## src/rtl/tts_pkg.sv

```systemverilog
`timescale 1ns / 1ps
// shared types and constants of the thread table scheduler
package tts_pkg;

    localparam logic [1:0] CMD_CREATE  = 2'd0;
    localparam logic [1:0] CMD_YIELD   = 2'd1;
    localparam logic [1:0] CMD_DESTROY = 2'd2;
    localparam logic [1:0] CMD_SCHED   = 2'd3;

    localparam logic [1:0] MODE_RR   = 2'd0;
    localparam logic [1:0] MODE_PRIO = 2'd1;

    localparam int TID_W = 4;

    typedef enum logic [1:0] {
        SLOT_FREE  = 2'd0,
        SLOT_RUN   = 2'd1,
        SLOT_YIELD = 2'd2
    } slot_state_t;

    typedef enum logic [1:0] {
        PICK_FREE = 2'd0,
        PICK_RR   = 2'd1,
        PICK_PRIO = 2'd2,
        PICK_FCFS = 2'd3
    } pick_mode_t;

    typedef struct packed {
        logic       start;
        logic       cand_vld;
        pick_mode_t mode;
    } pick_ctrl_t;

    typedef struct packed {
        logic [1:0]  cmd;
        logic [7:0]  prio;
        logic [31:0] now;
    } tts_in_t;

    typedef struct packed {
        logic [TID_W-1:0] tid;
        logic             ok;
    } tts_out_t;

endpackage

```

## src/rtl/tts_slot_mem.sv

```systemverilog
`timescale 1ns / 1ps
// per-slot priority and arrival time storage, one write and one registered read port
module tts_slot_mem #(
    parameter int SLOTS = 16,
    localparam int IDX_W = $clog2(SLOTS)
) (
    input  logic             aclk,
    input  logic             wr_en,
    input  logic [IDX_W-1:0] wr_addr,
    input  logic [7:0]       wr_prio,
    input  logic [31:0]      wr_arrival,
    input  logic [IDX_W-1:0] rd_addr,
    output logic [7:0]       rd_prio,
    output logic [31:0]      rd_arrival
);

    logic [7:0]  prio_mem    [SLOTS];
    logic [31:0] arrival_mem [SLOTS];
    logic [7:0]  rd_prio_reg;
    logic [31:0] rd_arrival_reg;

    always_ff @(posedge aclk) begin
        if (wr_en) begin
            prio_mem[wr_addr]    <= wr_prio;
            arrival_mem[wr_addr] <= wr_arrival;
        end
        rd_prio_reg    <= prio_mem[rd_addr];
        rd_arrival_reg <= arrival_mem[rd_addr];
    end

    assign rd_prio    = rd_prio_reg;
    assign rd_arrival = rd_arrival_reg;

endmodule

```

## src/rtl/tts_picker.sv

```systemverilog
`timescale 1ns / 1ps
// shared compare unit that keeps the best slot seen so far during a scan
module tts_picker import tts_pkg::*; #(
    parameter int SLOTS = 16,
    localparam int IDX_W = $clog2(SLOTS)
) (
    input  logic             aclk,
    input  logic             aresetn,
    input  pick_ctrl_t       ctrl,
    input  logic [31:0]      now,
    input  logic [IDX_W-1:0] cand_pos,
    input  slot_state_t      cand_state,
    input  logic [7:0]       cand_prio,
    input  logic [31:0]      cand_arrival,
    output logic             found,
    output logic [IDX_W-1:0] best
);

    logic             found_reg;
    logic [IDX_W-1:0] best_reg;
    logic [7:0]       top_reg;
    logic [31:0]      limit_reg;
    logic             eligible;
    logic             take;

    always_comb begin
        eligible = 1'b0;
        take     = 1'b0;
        if (ctrl.cand_vld && (cand_pos != '0)) begin
            if (ctrl.mode == PICK_FREE) begin
                eligible = (cand_state == SLOT_FREE);
            end else begin
                eligible = (cand_state == SLOT_RUN);
            end
        end
        unique case (ctrl.mode) inside
            PICK_FREE, PICK_RR: begin
                take = eligible && !found_reg;
            end
            PICK_PRIO: begin
                take = eligible && (!found_reg || (cand_prio > top_reg));
            end
            PICK_FCFS: begin
                take = eligible && (cand_arrival < limit_reg);
            end
            default: begin
                take = 1'b0;
            end
        endcase
    end

    always_ff @(posedge aclk) begin
        if (!aresetn) begin
            found_reg <= 1'b0;
        end else if (ctrl.start) begin
            found_reg <= 1'b0;
        end else if (take) begin
            found_reg <= 1'b1;
        end
    end

    always_ff @(posedge aclk) begin
        if (ctrl.start) begin
            limit_reg <= now;
            top_reg   <= '0;
        end else if (take) begin
            best_reg  <= cand_pos;
            top_reg   <= cand_prio;
            limit_reg <= cand_arrival;
        end
    end

    assign found = found_reg;
    assign best  = best_reg;

endmodule

```

## src/rtl/thread_table_scheduler_unit.sv

```systemverilog
`timescale 1ns / 1ps
// thread table scheduler top level: command sequencer, slot state table and result register
//
// Create and schedule commands walk the whole slot table through one shared compare unit,
// one slot per cycle, behind a registered read of the priority and arrival memory; the input
// is not ready from such a command's transfer until it finishes. Yield and destroy touch
// only the current slot and skip the scan. The result sits in an output register, so a new
// command can be taken while the previous result still waits for m_ready; a command only
// finishes once that register is free. Slot states reset to free at once; priority and
// arrival need no clearing since they are read only for slots created since reset.
module thread_table_scheduler_unit import tts_pkg::*; #(
    parameter int SLOTS = 16
) (
    input  logic       aclk,
    input  logic       aresetn,
    input  logic       s_valid,
    output logic       s_ready,
    input  tts_in_t    s_data,
    output logic       m_valid,
    input  logic       m_ready,
    output tts_out_t   m_data,
    input  logic       cfg_wr_en,
    input  logic [1:0] cfg_wr_data
);

    localparam int IDX_W = $clog2(SLOTS);
    localparam int CNT_W = $clog2(SLOTS + 1);
    localparam logic [IDX_W-1:0] LAST_POS  = IDX_W'(SLOTS - 1);
    localparam logic [CNT_W-1:0] LAST_STEP = CNT_W'(SLOTS - 1);

    typedef enum logic [3:0] {
        ST_IDLE    = 4'b0001,
        ST_SCAN    = 4'b0010,
        ST_DRAIN   = 4'b0100,
        ST_RESOLVE = 4'b1000
    } fsm_t;

    fsm_t             state_reg, state_next;
    logic [1:0]       mode_reg;
    tts_in_t          cmd_reg;
    pick_mode_t       pick_mode_reg, pick_mode_next;
    logic [IDX_W-1:0] pos_reg, pos_next;
    logic [CNT_W-1:0] cnt_reg, cnt_next;
    logic             cand_vld_reg;
    logic [IDX_W-1:0] cand_pos_reg;
    slot_state_t      slot_state_reg [SLOTS];
    logic [IDX_W-1:0] cur_reg;
    logic             yv_reg;
    logic [IDX_W-1:0] ys_reg;
    logic             m_valid_reg;
    tts_out_t         out_reg;

    logic             accept;
    logic             out_free;
    logic             commit;
    pick_ctrl_t       pick_ctrl;
    logic             found;
    logic [IDX_W-1:0] best;
    logic [7:0]       rd_prio;
    logic [31:0]      rd_arrival;
    logic             mem_we;

    logic             res_ok;
    logic [IDX_W-1:0] res_idx;
    logic             st_we;
    logic [IDX_W-1:0] st_addr;
    slot_state_t      st_data;
    logic             cur_we;
    logic             yv_set;
    logic [IDX_W+TID_W-1:0] tid_ext;

    assign s_ready  = (state_reg == ST_IDLE);
    assign accept   = s_valid && s_ready;
    assign out_free = !m_valid_reg || m_ready;
    assign commit   = (state_reg == ST_RESOLVE) && out_free;

    always_comb begin
        state_next     = state_reg;
        pick_mode_next = pick_mode_reg;
        pos_next       = pos_reg;
        cnt_next       = cnt_reg;
        unique case (state_reg)
            ST_IDLE: begin
                if (accept) begin
                    cnt_next = '0;
                    if (s_data.cmd == CMD_CREATE || s_data.cmd == CMD_SCHED) begin
                        state_next = ST_SCAN;
                    end else begin
                        state_next = ST_RESOLVE;
                    end
                    if (s_data.cmd == CMD_CREATE) begin
                        pick_mode_next = PICK_FREE;
                        pos_next       = '0;
                    end else if (mode_reg == MODE_RR) begin
                        pick_mode_next = PICK_RR;
                        pos_next       = (cur_reg == LAST_POS) ? '0 : cur_reg + 1'b1;
                    end else if (mode_reg == MODE_PRIO) begin
                        pick_mode_next = PICK_PRIO;
                        pos_next       = '0;
                    end else begin
                        pick_mode_next = PICK_FCFS;
                        pos_next       = '0;
                    end
                end
            end
            ST_SCAN: begin
                pos_next = (pos_reg == LAST_POS) ? '0 : pos_reg + 1'b1;
                cnt_next = cnt_reg + 1'b1;
                if (cnt_reg == LAST_STEP) begin
                    state_next = ST_DRAIN;
                end
            end
            ST_DRAIN: begin
                state_next = ST_RESOLVE;
            end
            ST_RESOLVE: begin
                if (out_free) begin
                    state_next = ST_IDLE;
                end
            end
            default: begin
                state_next = ST_IDLE;
            end
        endcase
    end

    // result and table updates of the finishing command
    always_comb begin
        res_ok  = 1'b0;
        res_idx = '0;
        st_we   = 1'b0;
        st_addr = '0;
        st_data = SLOT_RUN;
        cur_we  = 1'b0;
        yv_set  = 1'b0;
        mem_we  = 1'b0;
        unique case (cmd_reg.cmd) inside
            CMD_CREATE: begin
                if (found) begin
                    res_ok  = 1'b1;
                    res_idx = best;
                    st_we   = 1'b1;
                    st_addr = best;
                    st_data = SLOT_RUN;
                    mem_we  = commit;
                end
            end
            CMD_YIELD, CMD_DESTROY: begin
                if (cur_reg != '0 && slot_state_reg[cur_reg] != SLOT_FREE) begin
                    res_ok  = 1'b1;
                    res_idx = cur_reg;
                    st_we   = 1'b1;
                    st_addr = cur_reg;
                    if (cmd_reg.cmd == CMD_YIELD) begin
                        st_data = SLOT_YIELD;
                        yv_set  = 1'b1;
                    end else begin
                        st_data = SLOT_FREE;
                    end
                end
            end
            CMD_SCHED: begin
                if (found) begin
                    res_ok  = 1'b1;
                    res_idx = best;
                    cur_we  = 1'b1;
                end else if (yv_reg && slot_state_reg[ys_reg] == SLOT_YIELD) begin
                    res_ok  = 1'b1;
                    res_idx = ys_reg;
                    cur_we  = 1'b1;
                    st_we   = 1'b1;
                    st_addr = ys_reg;
                    st_data = SLOT_RUN;
                end
            end
            default: begin
                res_ok = 1'b0;
            end
        endcase
    end

    assign tid_ext = {{TID_W{1'b0}}, res_idx};

    always_ff @(posedge aclk) begin
        if (!aresetn) begin
            state_reg     <= ST_IDLE;
            mode_reg      <= MODE_RR;
            pick_mode_reg <= PICK_RR;
            pos_reg       <= '0;
            cnt_reg       <= '0;
            cand_vld_reg  <= 1'b0;
            cur_reg       <= '0;
            yv_reg        <= 1'b0;
            ys_reg        <= '0;
            m_valid_reg   <= 1'b0;
            for (int i = 0; i < SLOTS; i++) begin
                slot_state_reg[i] <= SLOT_FREE;
            end
        end else begin
            state_reg     <= state_next;
            pick_mode_reg <= pick_mode_next;
            pos_reg       <= pos_next;
            cnt_reg       <= cnt_next;
            cand_vld_reg  <= (state_reg == ST_SCAN);
            if (cfg_wr_en) begin
                mode_reg <= cfg_wr_data;
            end
            if (commit) begin
                if (st_we) begin
                    slot_state_reg[st_addr] <= st_data;
                end
                if (cur_we) begin
                    cur_reg <= res_idx;
                end
                if (yv_set) begin
                    yv_reg <= 1'b1;
                    ys_reg <= cur_reg;
                end
                m_valid_reg <= 1'b1;
            end else if (m_ready) begin
                m_valid_reg <= 1'b0;
            end
        end
    end

    always_ff @(posedge aclk) begin
        if (accept) begin
            cmd_reg <= s_data;
        end
        cand_pos_reg <= pos_reg;
        if (commit) begin
            out_reg.tid <= tid_ext[TID_W-1:0];
            out_reg.ok  <= res_ok;
        end
    end

    assign pick_ctrl.start    = accept;
    assign pick_ctrl.cand_vld = cand_vld_reg;
    assign pick_ctrl.mode     = pick_mode_reg;

    tts_slot_mem #(
        .SLOTS(SLOTS)
    ) u_slot_mem (
        .aclk       (aclk),
        .wr_en      (mem_we),
        .wr_addr    (best),
        .wr_prio    (cmd_reg.prio),
        .wr_arrival (cmd_reg.now),
        .rd_addr    (pos_reg),
        .rd_prio    (rd_prio),
        .rd_arrival (rd_arrival)
    );

    tts_picker #(
        .SLOTS(SLOTS)
    ) u_picker (
        .aclk         (aclk),
        .aresetn      (aresetn),
        .ctrl         (pick_ctrl),
        .now          (s_data.now),
        .cand_pos     (cand_pos_reg),
        .cand_state   (slot_state_reg[cand_pos_reg]),
        .cand_prio    (rd_prio),
        .cand_arrival (rd_arrival),
        .found        (found),
        .best         (best)
    );

    assign m_valid = m_valid_reg;
    assign m_data  = out_reg;

    a_scheduler_slot_free: assert property (@(posedge aclk) disable iff (!aresetn)
        slot_state_reg[0] == SLOT_FREE)
        else $error("scheduler slot holds a thread");

    a_busy_after_transfer: assert property (@(posedge aclk) disable iff (!aresetn)
        accept |=> !s_ready)
        else $error("input ready right after a transfer");

    a_result_from_resolve: assert property (@(posedge aclk) disable iff (!aresetn)
        $rose(m_valid_reg) |-> $past(state_reg == ST_RESOLVE))
        else $error("result appeared outside resolve");

    a_fail_reports_zero: assert property (@(posedge aclk) disable iff (!aresetn)
        commit && !res_ok |-> res_idx == '0 && !st_we && !cur_we)
        else $error("failed command changed the table or named a slot");

    a_found_not_slot0: assert property (@(posedge aclk) disable iff (!aresetn)
        (state_reg == ST_RESOLVE) && found && (cmd_reg.cmd == CMD_CREATE
            || cmd_reg.cmd == CMD_SCHED) |-> best != '0)
        else $error("picker selected the scheduler slot");

endmodule
```

## config.mk

```make
export PLATFORM = sky130hd
export DESIGN_NAME = thread_table_scheduler_unit
export DESIGN_NICKNAME = d
export VERILOG_FILES = /design/src/rtl/tts_pkg.sv /design/src/rtl/tts_slot_mem.sv /design/src/rtl/tts_picker.sv /design/src/rtl/thread_table_scheduler_unit.sv
export SDC_FILE = /design/constraint.sdc
export NUM_CORES = 1
export LEC_CHECK = 0
export ABC_AREA = 0
export ABC_CLOCK_PERIOD_IN_PS = 6360
export BUFFER_PORTS_ARGS = -buffer_cell sky130_fd_sc_hd__clkbuf_2
export CAP_MARGIN = 20
export CORE_ASPECT_RATIO = 0.5
export CORE_MARGIN = 2
export CORE_UTILIZATION = 30
export DETAILED_ROUTE_END_ITERATION = 7
export HOLD_SLACK_MARGIN = 0.15
export PLACE_DENSITY = 0.51
export SYNTH_ARGS = -nofsm -noshare
export SYNTH_HDL_FRONTEND = slang
export SYNTH_SLANG_ARGS = --single-unit
```

## constraint.sdc

```tcl
create_clock -name aclk -period 6.36 [get_ports aclk]
set_input_delay 1.272 -clock aclk [delete_from_list [all_inputs] [get_ports aclk]]
set_output_delay 1.272 -clock aclk [all_outputs]
set_load 0.05 [all_outputs]
```

==> results.md <==
* Power after layout at 12.4 mW
* H-tree depth at 3
* Setup slack, reg-to-reg at between 2 and 3 ns
* Worst hold path class: flip-flop to flip-flop
* Vias in the first global route at approximately 17k
* P&R area growth vs syn at 15.3%
* Combinational fraction of design power at roughly 6.7%
* PwrDens at between 300 and 400 nW/µm²
* Nets@finish at about 1.9k
* Synth unique cells at 70
* DRT Wirelength at just under 80,000 µm
* CP required at approximately 6.7 ns
* DRC violations left at 0
* Fin. max-slew vios at 0
* Core area at 110,000 µm²
* Setup violations, final at 0
* Share of layout cells above drive strength 1 at 24.7%
* Initial DRC count at 1,548
* Grt ovf at 0
* Crit. End Element: flip-flop
* Tmin final at 3.70 ns
* Clk_lat worst skew at ~0.67 ns
* Post-CTS Resized at 0
* DP Wirelength at 42,600 µm
* M3 GR Usage at 2.99%
* GRT busiest layer: met2
* Fillers at between 10k and 15k
* CP max FO at 16
* Die ar. at 113,000 µm²
* M1 GR Usage at 19.7%
* Clock Tree Root: clkbuf_16
* Top cell type's share of synthesized area at between 60% and 70%
* # Post-CTS Setup Buffers at 0
* CTS Sinks at 844
* Clock slew at reported path FFs at 0.06 ns
* Post-Syn Instances at 1,731
* Ys Warns at 0
* Met2 usage at 22.2%
* Finished Cell Area at between 30,000 and 40,000 µm²
* N_diodes at 0
* Post-place instance area at roughly 35,000 µm²
* Largest net degree at the start of global routing at around 100
* Largest register FFs at 512
* Post-Route Setup TNS at 0 ns
* Antenna-violating nets left at 0
* Die H at 239 µm
* Reg area at 24,500 µm²
* Total number of vias at about 16k
* Synth Area per Inst at 19.1 µm²
* Die Wd at 473 µm
* Flop pwr share at a little over half
* Critical path class: flip-flop to flip-flop
* Max clock buf depth at 3
* Pre-CTS WS at 2.36 ns
* Top cells by area, synth: edfxtp_1, mux4_2, dfxtp_1, ha_1, nand2_1
* CTS Buf Count at 82
* Actual slew at the worst max-slew pin at 1.03 ns
* Maximum clock frequency at 271 MHz
* Switching share of power at 22.6%
* Setup crit end: slot_state_reg[2][0]
* Synth async-reset ratio at 0%
* FF-to-FF path depth at 6
* CP Data Arrival Time at roughly 4.0 ns
* Clk pwr share at 41.1%
* Seq/Total Area, Yosys at 74.0%
* Outcome: completed
* Hold Slack at roughly 0.45 ns
* Multi-input gate area at 8130 µm²
* Avg WL per Cell at 23.4 µm
* Total of max-cap violations at 0
* Layout Cells excl Fill at 3,343
* Number of enable flip-flop cells after synthesis at 755
* Placed Cells at roughly 3.2k
* P_sw at 2.80 mW
* Worst slew margin at 31.0%
* Cell Area, Synth at 33,000 µm²
* Peak supply drop at about 0.00020 V
* Critical Path Source Type: flip-flop
* Util after Layout at 34.7%
* LEAKAGE at approximately 12 nW
* Unrepaired setup endpoints after global routing: no
* Routability cong. at about 0.82
* Drt pass-1 iters at 6
* Synthesized flop and latch total at 844
* Worst setup margin at ~2.7 ns
* Routed vias/inst at 4.89
* Final hold violations at 0
* CTS tree: built
* Post-cts hold buffer count at 0
* GRT Total Usage at 13.9%
* Final period util at 58.1%
* # IOs at 56
* Mapped Nets at 1,828
* First-pass GRT wire length at 115,000 µm
* Initial antenna violation count at 1
* Post-synth top flop: edfxtp_1
* Starting Density at between 30% and 40%
* Rows at 86
* Reg-to-reg endpoint: slot_state_reg[2][0]
* Port Buffer Count at 55
* Pint at just under 10 mW
* Synth area leader: edfxtp_1
* Clock Skews at ~0.036 ns
==> cells by family after synthesis <==
group           synth area share (%)
mux                             14.7
flops                           74.0
simple gates                    4.75
xor+xnor                      0.0530
buf+inv                         1.74
compound gates                  2.90
fa+ha+maj                       1.82
==> worst max-delay path: stages, from the launching register on <==
cell     delay, ns
dfxtp_1       0.52
mux4_2        0.59
nor3b_4       0.37
o31a_1        0.73
nor3b_1       0.15
or4b_4        0.67
o21ai_0       0.34
==> per-layer routing <==
layer  part of all wire [%]  up-vias  wire (µm)
met3                    4.9       89       3800
met5                  0.017        -         13
li1                       -     7136          -
met4                    1.5        2       1190
met2                     47      410      36700
met1                     47     8724      36400
==> synth_stat cells (6+ instances only) <==
library cell,count
mux4_2,210
dfxtp_1,89
nor3b_1,7
clkbuf_1,52
nand3b_1,7
nor3_1,14
mux2i_1,12
nor2b_1,8
buf_1,21
nand2b_1,6
nand2_1,147
ha_1,48
o211ai_1,6
a31oi_1,9
nand3_1,10
nor3_2,6
nand4_1,8
a21o_1,10
nor4_1,6
a211oi_1,8
nor2_1,80
inv_1,61
edfxtp_1,755
a21oi_1,32
o21ai_0,39
==> power by group through the flow <==
| stage | combinational [mW] | clock, mW | sequential [mW] |
|---|---|---|---|
| 3_5_place_dp | 0.847 | 0 | 6.61 |
| 5_1_grt | 0.928 | 5.46 | 6.52 |
| 4_1_cts | 0.850 | 5.23 | 6.49 |
| 3_3_place_gp | 0.849 | 0 | 6.60 |
| 2_1_floorplan | 0.641 | 0 | 6.49 |
| 6_report | 0.832 | 5.10 | 6.49 |
==> cells in the final DEF (no fill, tap or decap), drive strengths merged, types with 3 or more instances in the layout <==
cell,n
and3b,3
nand2b,6
nor4b,5
a311oi,3
inv,65
a21o,10
o31a,3
nor3,20
buf,32
clkbuf,167
or4b,3
clkinv,28
and2,4
o21ai,43
nor4,6
nor2b,8
dfxtp,89
a21oi,32
nand4,9
nor3b,10
nand3b,7
edfxtp,755
o211ai,6
nand2,147
ha,48
nor2,80
nand3,10
o311ai,5
bufinv,9
a31oi,9
o211a,5
clkinvlp,3
mux4,210
mux2i,12
a211oi,8
==> worst min-delay path by stage <==
stage / from / to / slack (ns) / cells past startpoint
2_1_floorplan: pos_reg[3] / cand_pos_reg[3] / 0.33 / 0
3_3_place_gp: cnt_reg[3] / cnt_reg[3] / 0.44 / 1
3_5_place_dp: pos_reg[2] / cand_pos_reg[2] / 0.44 / 0
4_1_cts: pos_reg[2] / cand_pos_reg[2] / 0.45 / 0
5_1_grt: pos_reg[2] / cand_pos_reg[2] / 0.47 / 0
6_report: pos_reg[2] / cand_pos_reg[2] / 0.45 / 0
==> area by class of cell <==
cell class                      count  area share, %
Multi-Input combinational cell    743           21.4
Clock buffer                      112           6.08
Inverter                           64          0.644
Tap cell                         1452           4.77
Clock inverter                     41           1.41
Timing Repair Buffer               87           1.52
Sequential cell                   844           64.2
Power figures use the tool's default switching activity.
